File: src/rtl/mrtu_pkg.sv
// ----------------------------------------------------------------------------
// mrtu_pkg: shared types and constants for the Modbus RTU master frame engine
// Holds command, kind and status codes, frame byte positions, the CRC-16
// byte update and the structs passed between the engine's submodules.
// ----------------------------------------------------------------------------
package mrtu_pkg;

  // Input command codes
  localparam logic CMD_REQUEST = 1'b0;
  localparam logic CMD_RX_BYTE = 1'b1;

  // Result kinds
  localparam logic KIND_TX     = 1'b0;
  localparam logic KIND_REPORT = 1'b1;

  // Report status codes
  localparam logic [2:0] ST_READ_OK  = 3'd0;
  localparam logic [2:0] ST_WRITE_OK = 3'd1;
  localparam logic [2:0] ST_SHORT    = 3'd2;
  localparam logic [2:0] ST_CRC_BAD  = 3'd3;
  localparam logic [2:0] ST_BAD_SLV  = 3'd4;
  localparam logic [2:0] ST_OTHER_FN = 3'd5;
  localparam logic [2:0] ST_OVERFLOW = 3'd6;

  // Function codes
  localparam logic [7:0] FUNC_READ  = 8'h03;
  localparam logic [7:0] FUNC_WRITE = 8'h06;

  // Request frame byte positions
  localparam logic [2:0] TXB_SLAVE   = 3'd0;
  localparam logic [2:0] TXB_FUNC    = 3'd1;
  localparam logic [2:0] TXB_ADDR_HI = 3'd2;
  localparam logic [2:0] TXB_ADDR_LO = 3'd3;
  localparam logic [2:0] TXB_WORD_HI = 3'd4;
  localparam logic [2:0] TXB_WORD_LO = 3'd5;
  localparam logic [2:0] TXB_CRC_LO  = 3'd6;
  localparam logic [2:0] TXB_CRC_HI  = 3'd7;

  // CRC-16 (reflected 0xA001, preset all ones)
  localparam logic [15:0] CRC_POLY = 16'hA001;
  localparam logic [15:0] CRC_INIT = 16'hFFFF;

  // Serializer status toward the output stage
  typedef struct packed {
    logic       busy;
    logic [7:0] data;
    logic       last;
  } mrtu_tx_t;

  // Response report toward the output stage
  typedef struct packed {
    logic        valid;
    logic [2:0]  status;
    logic [7:0]  slave;
    logic [15:0] value;
  } mrtu_rpt_t;

  // Fold one byte into the CRC, LSB first
  function automatic logic [15:0] crc16_byte(input logic [15:0] crc, input logic [7:0] b);
    logic [15:0] c;
    c = crc ^ {8'h00, b};
    for (int i = 0; i < 8; i++) begin
      c = c[0] ? ((c >> 1) ^ CRC_POLY) : (c >> 1);
    end
    return c;
  endfunction

endpackage

File: src/rtl/mrtu_tx_frame.sv
// ----------------------------------------------------------------------------
// mrtu_tx_frame: request frame serializer
// Latches one request and hands out its eight bytes one per advance, folding
// the six header bytes into the CRC as they leave.
// ----------------------------------------------------------------------------
module mrtu_tx_frame (
  input  logic                clk,
  input  logic                rst_n,
  input  logic                load,
  input  logic [7:0]          slave,
  input  logic [7:0]          func,
  input  logic [15:0]         start_addr,
  input  logic [15:0]         word,
  input  logic                advance,
  output mrtu_pkg::mrtu_tx_t  tx_st
);
  import mrtu_pkg::*;

  logic        busy_r, busy_nxt;
  logic [2:0]  idx_r, idx_nxt;
  logic [15:0] crc_r, crc_nxt;
  logic [7:0]  slave_r, func_r;
  logic [15:0] addr_r, word_r;
  logic [7:0]  cur_byte;
  logic        is_hdr;

  always_comb begin
    unique case (idx_r)
      TXB_SLAVE:   cur_byte = slave_r;
      TXB_FUNC:    cur_byte = func_r;
      TXB_ADDR_HI: cur_byte = addr_r[15:8];
      TXB_ADDR_LO: cur_byte = addr_r[7:0];
      TXB_WORD_HI: cur_byte = word_r[15:8];
      TXB_WORD_LO: cur_byte = word_r[7:0];
      TXB_CRC_LO:  cur_byte = crc_r[7:0];
      TXB_CRC_HI:  cur_byte = crc_r[15:8];
      default:     cur_byte = 8'h00;
    endcase
  end

  assign is_hdr = (idx_r != TXB_CRC_LO) && (idx_r != TXB_CRC_HI);

  always_comb begin
    busy_nxt = busy_r;
    idx_nxt  = idx_r;
    crc_nxt  = crc_r;
    if (load) begin
      busy_nxt = 1'b1;
      idx_nxt  = TXB_SLAVE;
      crc_nxt  = CRC_INIT;
    end else if (advance && busy_r) begin
      idx_nxt = idx_r + 3'd1;
      if (is_hdr) begin
        crc_nxt = crc16_byte(crc_r, cur_byte);
      end
      if (idx_r == TXB_CRC_HI) begin
        busy_nxt = 1'b0;
      end
    end
  end

  always_ff @(posedge clk) begin
    if (!rst_n) begin
      busy_r <= 1'b0;
      idx_r  <= TXB_SLAVE;
      crc_r  <= CRC_INIT;
    end else begin
      busy_r <= busy_nxt;
      idx_r  <= idx_nxt;
      crc_r  <= crc_nxt;
    end
  end

  // Request fields: payload only
  always_ff @(posedge clk) begin
    if (load) begin
      slave_r <= slave;
      func_r  <= func;
      addr_r  <= start_addr;
      word_r  <= word;
    end
  end

  assign tx_st.busy = busy_r;
  assign tx_st.data = cur_byte;
  assign tx_st.last = (idx_r == TXB_CRC_HI);

endmodule

File: src/rtl/mrtu_rx_check.sv
// ----------------------------------------------------------------------------
// mrtu_rx_check: response byte tracker and frame checker
// Runs the CRC two bytes behind the input, keeps the header bytes and counts
// the frame; on the final byte builds the one-beat status report.
// ----------------------------------------------------------------------------
module mrtu_rx_check #(
  parameter  int MAX_FRAME = 256,
  localparam int CntW      = $clog2(MAX_FRAME + 1)
) (
  input  logic                clk,
  input  logic                rst_n,
  input  logic                req_load,
  input  logic [7:0]          req_slave,
  input  logic                rx_fire,
  input  logic [7:0]          rx_byte,
  input  logic                frame_end,
  output mrtu_pkg::mrtu_rpt_t rpt
);
  import mrtu_pkg::*;

  localparam logic [CntW-1:0] MaxCnt = CntW'(MAX_FRAME);

  logic [7:0]      exp_slave_r, exp_slave_nxt;
  logic [15:0]     crc_r, crc_nxt;
  logic [7:0]      d0_r, d0_nxt, d1_r, d1_nxt;
  logic [7:0]      fb0_r, fb0_nxt, fb1_r, fb1_nxt, fb3_r, fb3_nxt, fb4_r, fb4_nxt;
  logic [CntW-1:0] cnt_r, cnt_nxt;
  logic            ovf_r, ovf_nxt;
  logic [2:0]      status;
  logic [15:0]     value;

  always_comb begin
    exp_slave_nxt = req_load ? req_slave : exp_slave_r;
    crc_nxt = crc_r;
    d0_nxt  = d0_r;
    d1_nxt  = d1_r;
    fb0_nxt = fb0_r;
    fb1_nxt = fb1_r;
    fb3_nxt = fb3_r;
    fb4_nxt = fb4_r;
    cnt_nxt = cnt_r;
    ovf_nxt = ovf_r;
    if (rx_fire) begin
      if (cnt_r >= MaxCnt) begin
        ovf_nxt = 1'b1;  // drop the byte
      end else begin
        if (cnt_r >= CntW'(2)) begin
          crc_nxt = crc16_byte(crc_r, d0_r);
        end
        d0_nxt = d1_r;
        d1_nxt = rx_byte;
        if (cnt_r == CntW'(0)) fb0_nxt = rx_byte;
        if (cnt_r == CntW'(1)) fb1_nxt = rx_byte;
        if (cnt_r == CntW'(3)) fb3_nxt = rx_byte;
        if (cnt_r == CntW'(4)) fb4_nxt = rx_byte;
        cnt_nxt = cnt_r + CntW'(1);
      end
    end
  end

  // Checks in priority order, on the state after this byte
  always_comb begin
    value = 16'h0000;
    if (ovf_nxt) begin
      status = ST_OVERFLOW;
    end else if (cnt_nxt < CntW'(4)) begin
      status = ST_SHORT;
    end else if ({d1_nxt, d0_nxt} != crc_nxt) begin
      status = ST_CRC_BAD;
    end else if (fb0_nxt != exp_slave_r) begin
      status = ST_BAD_SLV;
    end else if (fb1_nxt == FUNC_READ) begin
      if (cnt_nxt < CntW'(7)) begin
        status = ST_SHORT;
      end else begin
        status = ST_READ_OK;
        value  = {fb3_nxt, fb4_nxt};
      end
    end else if (fb1_nxt == FUNC_WRITE) begin
      status = ST_WRITE_OK;
    end else begin
      status = ST_OTHER_FN;
    end
  end

  assign rpt.valid  = rx_fire && frame_end;
  assign rpt.status = status;
  assign rpt.slave  = exp_slave_r;
  assign rpt.value  = value;

  always_ff @(posedge clk) begin
    if (!rst_n) begin
      exp_slave_r <= 8'h00;
      crc_r <= CRC_INIT;
      d0_r  <= 8'h00;
      d1_r  <= 8'h00;
      fb0_r <= 8'h00;
      fb1_r <= 8'h00;
      fb3_r <= 8'h00;
      fb4_r <= 8'h00;
      cnt_r <= '0;
      ovf_r <= 1'b0;
    end else begin
      exp_slave_r <= exp_slave_nxt;
      if (rx_fire && frame_end) begin
        // Clear receive state after the report
        crc_r <= CRC_INIT;
        d0_r  <= 8'h00;
        d1_r  <= 8'h00;
        fb0_r <= 8'h00;
        fb1_r <= 8'h00;
        fb3_r <= 8'h00;
        fb4_r <= 8'h00;
        cnt_r <= '0;
        ovf_r <= 1'b0;
      end else begin
        crc_r <= crc_nxt;
        d0_r  <= d0_nxt;
        d1_r  <= d1_nxt;
        fb0_r <= fb0_nxt;
        fb1_r <= fb1_nxt;
        fb3_r <= fb3_nxt;
        fb4_r <= fb4_nxt;
        cnt_r <= cnt_nxt;
        ovf_r <= ovf_nxt;
      end
    end
  end

endmodule

File: src/rtl/modbus_rtu_master_frame_engine.sv
// ----------------------------------------------------------------------------
// modbus_rtu_master_frame_engine: Modbus RTU master framing and response check
// Request beats leave one per cycle when the output is not stalled;
//   a response report leaves in the cycle after its final byte is accepted.
//   Response bytes enter one per cycle while the input is not stalled; a
//   request stalls the input while its 8 serializer beats use the single
//   output port, so the next item enters once the last beat is loaded.
// Reset: rst_n synchronous, active low; clears serializer, receive state,
//   expected slave and the output valid.
// ----------------------------------------------------------------------------
module modbus_rtu_master_frame_engine #(
  parameter int MAX_FRAME = 256
) (
  input  logic        clk,
  input  logic        rst_n,
  // input channel
  input  logic        in_valid,
  output logic        in_stall,
  input  logic        in_command,
  input  logic [7:0]  in_slave,
  input  logic [7:0]  in_func,
  input  logic [15:0] in_start_addr,
  input  logic [15:0] in_word,
  input  logic [7:0]  in_rx_byte,
  input  logic        in_frame_end,
  // result channel
  output logic        out_valid,
  input  logic        out_stall,
  output logic        out_kind,
  output logic [7:0]  out_tx_byte,
  output logic        out_last,
  output logic [2:0]  out_status,
  output logic [7:0]  out_resp_slave,
  output logic [15:0] out_value
);
  import mrtu_pkg::*;

  mrtu_tx_t  tx_st;
  mrtu_rpt_t rpt;

  logic out_load_ok;
  logic in_fire, req_fire, rx_fire, tx_fire;
  logic out_valid_r, out_valid_nxt;
  logic        kind_r;
  logic [7:0]  tx_byte_r;
  logic        last_r;
  logic [2:0]  status_r;
  logic [7:0]  slave_r;
  logic [15:0] value_r;

  // The output register takes a new beat when empty or being drained.
  assign out_load_ok = !out_valid_r || !out_stall;

  // Hold the input while the serializer owns the output, or the output is full and stalled.
  // With the serializer idle, a report and a serializer beat never collide.
  assign in_stall = !out_load_ok || tx_st.busy;
  assign in_fire  = in_valid && !in_stall;
  assign req_fire = in_fire && (in_command == CMD_REQUEST);
  assign rx_fire  = in_fire && (in_command == CMD_RX_BYTE);
  assign tx_fire  = tx_st.busy && out_load_ok;

  mrtu_tx_frame u_tx (
    .clk        (clk),
    .rst_n      (rst_n),
    .load       (req_fire),
    .slave      (in_slave),
    .func       (in_func),
    .start_addr (in_start_addr),
    .word       (in_word),
    .advance    (tx_fire),
    .tx_st      (tx_st)
  );

  // Receive side also tracks the slave of the latest request.
  mrtu_rx_check #(
    .MAX_FRAME (MAX_FRAME)
  ) u_rx (
    .clk       (clk),
    .rst_n     (rst_n),
    .req_load  (req_fire),
    .req_slave (in_slave),
    .rx_fire   (rx_fire),
    .rx_byte   (in_rx_byte),
    .frame_end (in_frame_end),
    .rpt       (rpt)
  );

  // Output valid: advance on a free slot, hold otherwise.
  assign out_valid_nxt = out_load_ok ? (tx_fire || rpt.valid) : out_valid_r;

  always_ff @(posedge clk) begin
    if (!rst_n) begin
      out_valid_r <= 1'b0;
    end else begin
      out_valid_r <= out_valid_nxt;
    end
  end

  // Output payload: unused fields of each beat kind read as zero.
  always_ff @(posedge clk) begin
    if (out_load_ok) begin
      if (tx_fire) begin
        kind_r    <= KIND_TX;
        tx_byte_r <= tx_st.data;
        last_r    <= tx_st.last;
        status_r  <= 3'd0;
        slave_r   <= 8'h00;
        value_r   <= 16'h0000;
      end else begin
        kind_r    <= KIND_REPORT;
        tx_byte_r <= 8'h00;
        last_r    <= 1'b0;
        status_r  <= rpt.status;
        slave_r   <= rpt.slave;
        value_r   <= rpt.value;
      end
    end
  end

  assign out_valid      = out_valid_r;
  assign out_kind       = kind_r;
  assign out_tx_byte    = tx_byte_r;
  assign out_last       = last_r;
  assign out_status     = status_r;
  assign out_resp_slave = slave_r;
  assign out_value      = value_r;

  // An accepted request starts the serializer on the next cycle.
  a_req_starts_tx : assert property (@(posedge clk) disable iff (!rst_n)
    req_fire |=> tx_st.busy)
    else $error("serializer not busy after request");

  // A report never competes with a serializer beat.
  a_rpt_no_tx : assert property (@(posedge clk) disable iff (!rst_n)
    rpt.valid |-> !tx_st.busy)
    else $error("report while serializer busy");

  // Sending the final frame byte frees the serializer.
  a_last_frees : assert property (@(posedge clk) disable iff (!rst_n)
    (tx_fire && tx_st.last) |=> !tx_st.busy)
    else $error("serializer still busy after last beat");

endmodule
File: config.mk
export PLATFORM = sky130hd
export DESIGN_NAME = modbus_rtu_master_frame_engine
export DESIGN_NICKNAME = d
export VERILOG_FILES = /design/src/rtl/mrtu_pkg.sv /design/src/rtl/mrtu_tx_frame.sv /design/src/rtl/mrtu_rx_check.sv /design/src/rtl/modbus_rtu_master_frame_engine.sv
export SDC_FILE = /design/constraint.sdc
export NUM_CORES = 1
export LEC_CHECK = 0
export BUFFER_PORTS_ARGS = -buffer_cell sky130_fd_sc_hd__buf_4
export CAP_MARGIN = 30
export CORE_AREA = 2 2 124 138
export CTS_BUF_LIST = sky130_fd_sc_hd__clkbuf_16
export CTS_CLUSTER_DIAMETER = 60
export DETAILED_ROUTE_END_ITERATION = 12
export DIE_AREA = 0 0 126 140
export PLACE_DENSITY_LB_ADDON = 0.1
export SYNTH_ARGS = -nofsm -noshare
export SYNTH_HDL_FRONTEND = slang
export SYNTH_SLANG_ARGS = --single-unit
File: constraint.sdc
create_clock -name clk -period 2.8 [get_ports clk]
set_input_delay 0.56 -clock clk [delete_from_list [all_inputs] [get_ports clk]]
set_output_delay 0.56 -clock clk [all_outputs]
set_load 0.02 [all_outputs]
==> flow_metrics.env, run 1 <==
export IMPL_status="finished, violations left"
export IMPL_violations="negative setup slack"
export IMPL_ir_worst_vdd_v=0.000441
export IMPL_tightest_slew_ns=0.575
export IMPL_async_reset_ff_share_pct=0
export IMPL_die_x_um=126
export IMPL_grt_overflow=0
export IMPL_synth_seq_cells=188
export IMPL_fillers=1121
export IMPL_cp_slowest_cell="or3_4"
export IMPL_drc=0
export IMPL_rows=49
export IMPL_syn_nets=835
export IMPL_max_stage_delay_ns=0.46
export IMPL_cts_root_buf="clkbuf_16"
export IMPL_core_area_um2=16200
export IMPL_areaGrowthSynthToFinish_pct=38.8
export IMPL_yosys_area_share_simple_pct=15.6
export IMPL_antenna_found_initial=0
export IMPL_grt_use_total_pct=25.5
export IMPL_fin_crit_sh_pct=105
export IMPL_grt_pass1_vias=6746
export IMPL_ys_warn_count=0
export IMPL_clock_sinks=188
export IMPL_first_pass_iters=7
export IMPL_synth_compound_area_share_pct=8.84
export IMPL_cp_max_fo=7
export IMPL_hold_path_class="in -> reg"
export IMPL_final_max_slew_viol_count=0
export IMPL_num_io_pins=101
export IMPL_hold_violations=0
export IMPL_synth_ff_type="dfxtp_1"
export IMPL_grt_pass1_wl_mm=35.2
export IMPL_drt_total_wl_mm=23.3
export IMPL_drive_gt1_share_pct=39.9
export IMPL_synthMuxAreaShare_pct=6.83
export IMPL_synthAdderAreaFrac_pct=1.49
export IMPL_cts_buffer_depth=2
export IMPL_finClkSkew_ns=0.0125
export IMPL_rsz0062_at_grt="true"
export IMPL_h_tree_depth=4
export IMPL_start_util_pct=52.0
export IMPL_ant_nets=0
export IMPL_synthDistinctLibCells=63
export IMPL_crit_path_cell_trace="ha_2 > nor3_4 > and3_4 > buf_4 > nor2_4 > mux2_2 > xor2_1 > o211ai_1 > or3_4 > buf_12 > o31a_1"
export IMPL_power_leakage_nw=4.88
export IMPL_postLayoutSetupSlackWorst_ns=-0.149
export IMPL_synthXorXnorAreaFrac_pct=9.12
export IMPL_dp_cells=1130
export IMPL_cp_start_kind="register"
export IMPL_fmax_mhz=339
export IMPL_cts_hold_buf=0
export IMPL_place_hpwl_mm=15.4
export IMPL_cts_tree="built"
export IMPL_netlist_instances=763
export IMPL_seq_area_um2=4640
export IMPL_yosysSeqAreaShare_pct=54.8
export IMPL_synth_top_family_by_area="simple AND/OR/NAND/NOR gates"
export IMPL_placed_area_um2=10100
export IMPL_cts_buffers=17
export IMPL_diodes=0
export IMPL_layout_nets=1059
export IMPL_p_total_mw=6.77
export IMPL_postLayoutCellArea_um2=11700
export IMPL_slew_headroom_pct=61.7
export IMPL_period_needed_ns=2.95
export IMPL_drt_iter0_markers=482
export IMPL_worstPathArrival_ns=3.14
export IMPL_place_congestion=0.890
export IMPL_io_buffers=100
export IMPL_die_h_um=140
export IMPL_setup_viol=18
export IMPL_vias_per_cell=5.56
export IMPL_grt_max_degree=61
export IMPL_crit_type="reg -> reg"
export IMPL_path_clk_slew_ns=0.07
export IMPL_final_cell_count_no_fill=1204
export IMPL_max_cap_violations=0
export IMPL_wl_per_cell_um=19.4
export IMPL_synth_area_um2=8420
export IMPL_insertion_delay_ns=0.44
export IMPL_dieArea_um2=17600
export IMPL_num_vias=6699
export IMPL_synth_area_per_cell_um2=11.0
export IMPL_worstPathRequired_ns=2.99
export IMPL_critical_path_endpoint_type="register"
export IMPL_synth_edff_count=85
export IMPL_powerDensity_nw_per_um2=579
export IMPL_multi_input_area_um2=4130
## area by class of cell
class,instances,area share [%]
flip-flops and latches,188,39.6
multi-input cells,517,35.3
repair buffers,253,17.4
clock buffers,17,3.64
well taps,204,2.18
clock inverters,15,1.54
inverters,10,0.321
## layout by cell type (no fill, tap or decap), drive strengths merged, types with 17 or more instances in the layout
cell / n
nor3: 18
nand2: 76
nand3: 19
clkbuf: 19
a22oi: 20
xnor2: 47
nor4: 22
inv: 17
buf: 251
edfxtp: 85
nor2: 80
mux2i: 56
xor2: 32
dfxtp: 103
## where the power goes
group	internal (mW)	leakage, nW	total (mW)	switching [mW]
Sequential	2.99	1.71	3.08	0.0854
Combinational	0.638	2.87	1.26	0.626
Clock	1.28	0.298	2.43	1.15
Total	4.91	4.88	6.77	1.86
## layer usage
metal / track usage, % / share of wire, % / up-vias
met3: 4.66 / 4.8 / 41
li1: - / - / 3166
met5: 0 / 0 / -
met4: 10.8 / 2.7 / 0
met2: 46.4 / 54 / 201
met1: 29.4 / 39 / 3291
## path summary, 6_finish.rpt
check | start | to | slack, ns | cells past startpoint
worst max register to register | u_rx.cnt_r[1]$_SDFF_PP0_ | out_status[0]$_SDFFCE_PP0N_ | -0.15 | 11
worst min-delay path | in_func[6] | u_tx.func_r[6]$_DFFE_PP_ | 0.29 | 1
worst max-delay path | u_rx.cnt_r[1]$_SDFF_PP0_ | out_status[0]$_SDFFCE_PP0N_ | -0.15 | 11
worst min register to register | u_tx.crc_r[13]$_SDFFE_PP1P_ | u_tx.crc_r[13]$_SDFFE_PP1P_ | 0.50 | 2
## through the flow
stage | hold WS [ns] | setup WS (ns) | util, % | TNS [ns]
final | 0.292 | -0.149 | 72.2 | -1.84
after global routing | 0.275 | -0.244 | 72.2 | -3.82
after CTS | 0.281 | -0.0779 | 69.2 | -0.850
after detailed placement | 0.486 | -0.506 | 62.6 | -8.46
after global placement | 0.472 | -0.459 | 62.6 | -7.46
after floorplan | 0.455 | -0.0357 | - | -0.357
## kinds of logic after synthesis
kind of cell / Yosys count
and+or+nand+nor: 263
DFF: 188
AOI/OAI and AO/OA: 105
xor gates and xnor gates: 81
buffers and inverters: 59
muxes: 57
adders and majority gates: 10
## sequential cells by signal (all words and copies together) (netlist names), 9 cells and up
name,cells
u_rx.cnt_r,9
u_tx.word_r,16
u_tx.addr_r,16
u_rx.crc_r,16
out_value,16
u_tx.crc_r,16
## critical path: cells and delay by family, from the launching register on
family | cells | cell delay (ns)
simple gates | 4 | 0.87
flops | 1 | 0.39
compound gates | 2 | 0.39
mux | 1 | 0.38
buf+inv | 2 | 0.29
fa+ha+maj | 1 | 0.22
xor+xnor | 1 | 0.15
## synth_stat cells, drive strengths merged (2+ instances only)
cell type	instances	area (um^2)
a221oi	4	35.0
nor3	18	95.1
o22ai	7	43.8
xnor2	47	427
inv	9	33.8
o211ai	11	82.6
mux2i	56	564
and3b	4	35.0
nor2b	4	25.0
nor4bb	2	20.0
nor2	80	300
o211a	2	20.0
o21ai	13	65.1
nand4	7	43.8
nand2	76	285
a32oi	2	17.5
o21a	2	15.0
xor2	32	295
a21boi	13	97.6
o31a	2	17.5
xnor3	2	46.3
or3	5	31.3
a31oi	4	25.0
nand3	19	95.1
edfxtp	85	2550
a21oi	12	63.8
and2	12	75.1
buf	16	123
a211oi	3	22.5
dfxtp	103	2060
nor4	22	200
o21ba	2	20.0
nand3b	2	15.0
nor4b	4	35.0
clkbuf	33	124
a22o	2	17.5
ha	10	125
a22oi	20	150
and3	5	31.3
## timing repair
item	4_1_cts	5_1_grt
pin swaps	20	35
gates cloned	0	3
endpoints found under the setup margin	21	23
gates resized for setup	56	59
buffers inserted	22	17
No activity file was read; power rests on OpenSTA's default activity.
==> run 2, diff against run 1 <==
- CELL_PAD_IN_SITES_DETAIL_PLACEMENT: default -> 1
- CELL_PAD_IN_SITES_GLOBAL_PLACEMENT: default -> 2
- CORE_AREA: 2 2 124 138 -> 2 2 151 168
- DIE_AREA: 0 0 126 140 -> 0 0 153 170
==> flow_metrics.env, run 2 (same netlist as run 1, synthesis figures left out) <==
export IMPL_status="finished, violations left"
export IMPL_violations="negative setup slack"
export IMPL_multi_input_area_um2=4070
export IMPL_drive_gt1_share_pct=37.0
export IMPL_wl_per_cell_um=19.6
export IMPL_start_util_pct=34.7
export IMPL_intPower_mw=4.84
export IMPL_grt_max_degree=48
export IMPL_fillers=2602
export IMPL_postLayoutCellArea_um2=11700
export IMPL_drt_iter0_markers=270
export IMPL_powerDensity_nw_per_um2=576
export IMPL_die_h_um=170
export IMPL_ant_nets=0
export IMPL_reg2reg_to="out_value[1]$_SDFFCE_PP0N_"
export IMPL_vias_per_cell=5.08
export IMPL_fin_setup_tns_ns=-3.61
export IMPL_drt_total_wl_mm=25.5
export IMPL_postLayoutSetupSlackWorst_ns=-0.224
export IMPL_core_area_um2=24200
export IMPL_slew_headroom_pct=57.0
export IMPL_critPathMostFrequentCell="xnor2_2"
export IMPL_io_buffers=100
export IMPL_cts_tree="built"
export IMPL_p_sw_mw=1.92
export IMPL_rsz0062_at_grt="true"
export IMPL_power_leakage_nw=4.95
export IMPL_cts_root_buf="clkbuf_16"
export IMPL_max_cap_violations=0
export IMPL_diodes=0
export IMPL_whs_ns=0.295
export IMPL_p_seq_share_pct=45.6
export IMPL_final_max_slew_viol_count=0
export IMPL_worstPathRequired_ns=3.08
export IMPL_period_needed_ns=3.02
export IMPL_holdPathStages=1
export IMPL_finClkSkew_ns=0.0199
export IMPL_hold_path_class="in -> reg"
export IMPL_rows=60
export IMPL_crit_path_cell_trace="xnor2_2 > buf_4 > xor2_2 > xnor3_2 > xnor2_2 > a211oi_2 > o211ai_1 > or3_4 > buf_12 > nor4_4"
export IMPL_grt_overflow=0
export IMPL_worst_r2r_path_depth=10
export IMPL_critical_path_endpoint_type="register"
export IMPL_cts_buffer_depth=2
export IMPL_placed_area_um2=10400
export IMPL_num_vias=6613
export IMPL_grt_pass1_wl_mm=39.8
export IMPL_die_x_um=153
export IMPL_clock_power_share_pct=36.6
export IMPL_dieArea_um2=26000
export IMPL_hold_start="in_start_addr[15]"
export IMPL_crit_type="reg -> reg"
export IMPL_dp_cells=1250
export IMPL_path_clk_slew_ns=0.09
export IMPL_fmax_mhz=331
export IMPL_h_tree_depth=4
export IMPL_cp_start_kind="register"
export IMPL_switching_share_pct=28.4
export IMPL_num_io_pins=101
export IMPL_layout_nets=1052
export IMPL_cp_max_fo=16
export IMPL_reg2reg_from="u_rx.crc_r[2]$_SDFF_PP1_"
export IMPL_worstPathArrival_ns=3.30
export IMPL_ir_worst_vdd_v=0.000320
export IMPL_mostFrequentLayoutCells="buf_4, dfxtp_1, edfxtp_1, nor2_1, nand2_1"
export IMPL_p_total_mw=6.76
export IMPL_tightest_slew_ns=0.644
export IMPL_grt_use_total_pct=19.8
export IMPL_final_cell_count_no_fill=1303
export IMPL_place_hpwl_mm=18.2
export IMPL_setup_viol=18
export IMPL_cts_buffers=17
export IMPL_hold_violations=0
export IMPL_place_congestion=0.847
export IMPL_dpl_worst_slack_ns=-0.529
export IMPL_utilization_pct=48.4
export IMPL_layout_commonest_cell="buf_4"
export IMPL_rrSetupSlack_ns=-0.22
export IMPL_max_stage_delay_ns=0.54
export IMPL_hold_path_end="u_tx.addr_r[15]$_DFFE_PP_"
export IMPL_comb_power_share_pct=17.8
export IMPL_first_pass_iters=4
export IMPL_clock_sinks=188
export IMPL_areaGrowthSynthToFinish_pct=39.3
export IMPL_antenna_found_initial=0
export IMPL_fin_crit_sh_pct=108
export IMPL_cp_slowest_cell="xnor3_2"
export IMPL_drc=0
export IMPL_insertion_delay_ns=0.45
export IMPL_grt_pass1_vias=7128
export IMPL_cp_startpoint="u_rx.crc_r[2]$_SDFF_PP1_"
export IMPL_seq_area_um2=4630
==> run 2: changes by cell type in the layout (fill, tap and decap cells not counted), moves of 3 or more <==
cell	delta
o22ai_4	+3
a22oi_2	-5
buf_12	+3
dfxtp_1	+6
xnor2_4	-3
a22oi_1	+5
mux2i_1	+4
buf_4	-6
dfxtp_2	-6
nor4_2	-9
nor4_4	+9
==> run 2: final cells by class <==
class | instances | area share [%]
multi-input cells | 516 | 34.7
inverters | 10 | 0.341
flip-flops and latches | 188 | 39.5
clock buffers | 18 | 3.84
clock inverters | 14 | 1.37
well taps | 310 | 3.31
repair buffers | 247 | 17.0
==> run 2: worst max-delay path, delay by kind of cell (launching register included) <==
family,cells,cell delay [ns]
AO/OA/AOI/OAI,2,0.39
XOR/XNOR,4,1.07
buffers and inverters,2,0.34
flip-flops,1,0.34
AND/OR/NAND/NOR,2,0.70
==> run 2: per-layer routing <==
metal	wire (um)	share of wire, %	vias to the layer above	global-route usage (%)
li1	-	-	3144	-
met1	10400	41	3345	22.3
met2	14100	55	93	38.6
met3	543	2.1	31	2.50
met4	473	1.9	0	6.36
met5	0	0	-	0
==> run 2: how the worst max path moves through the flow <==
| stage | to | slack [ns] | cells after the start |
|---|---|---|---|
| after floorplan | out_value[0]$_SDFFCE_PP0N_ | -0.04 | 12 |
| after detailed placement | out_value[11]$_SDFFCE_PP0N_ | -0.53 | 10 |
| after global placement | out_value[8]$_SDFFCE_PP0N_ | -0.38 | 10 |
| final | out_value[1]$_SDFFCE_PP0N_ | -0.22 | 10 |
| after CTS | out_status[1]$_SDFFCE_PP0N_ | -0.13 | 9 |
| after global routing | out_status[1]$_SDFFCE_PP0N_ | -0.32 | 9 |
==> run 2: repair_timing <==
item / CTS / global route
buffers inserted: 12 / 7
pin swaps: 23 / 37
hold buffers: 0 / 0
gates cloned: 1 / 1
resized for setup: 56 / 41
endpoints found under the setup margin: 22 / 22
==> run 2: power groups by stage <==
stage	Clock [mW]	Sequential [mW]	Combinational (mW)
3_3_place_gp	0	3.13	1.04
2_1_floorplan	0	3.16	0.538
3_5_place_dp	0	3.14	1.06
5_1_grt	2.65	3.09	1.30
6_report	2.48	3.08	1.20
4_1_cts	2.53	3.08	1.14
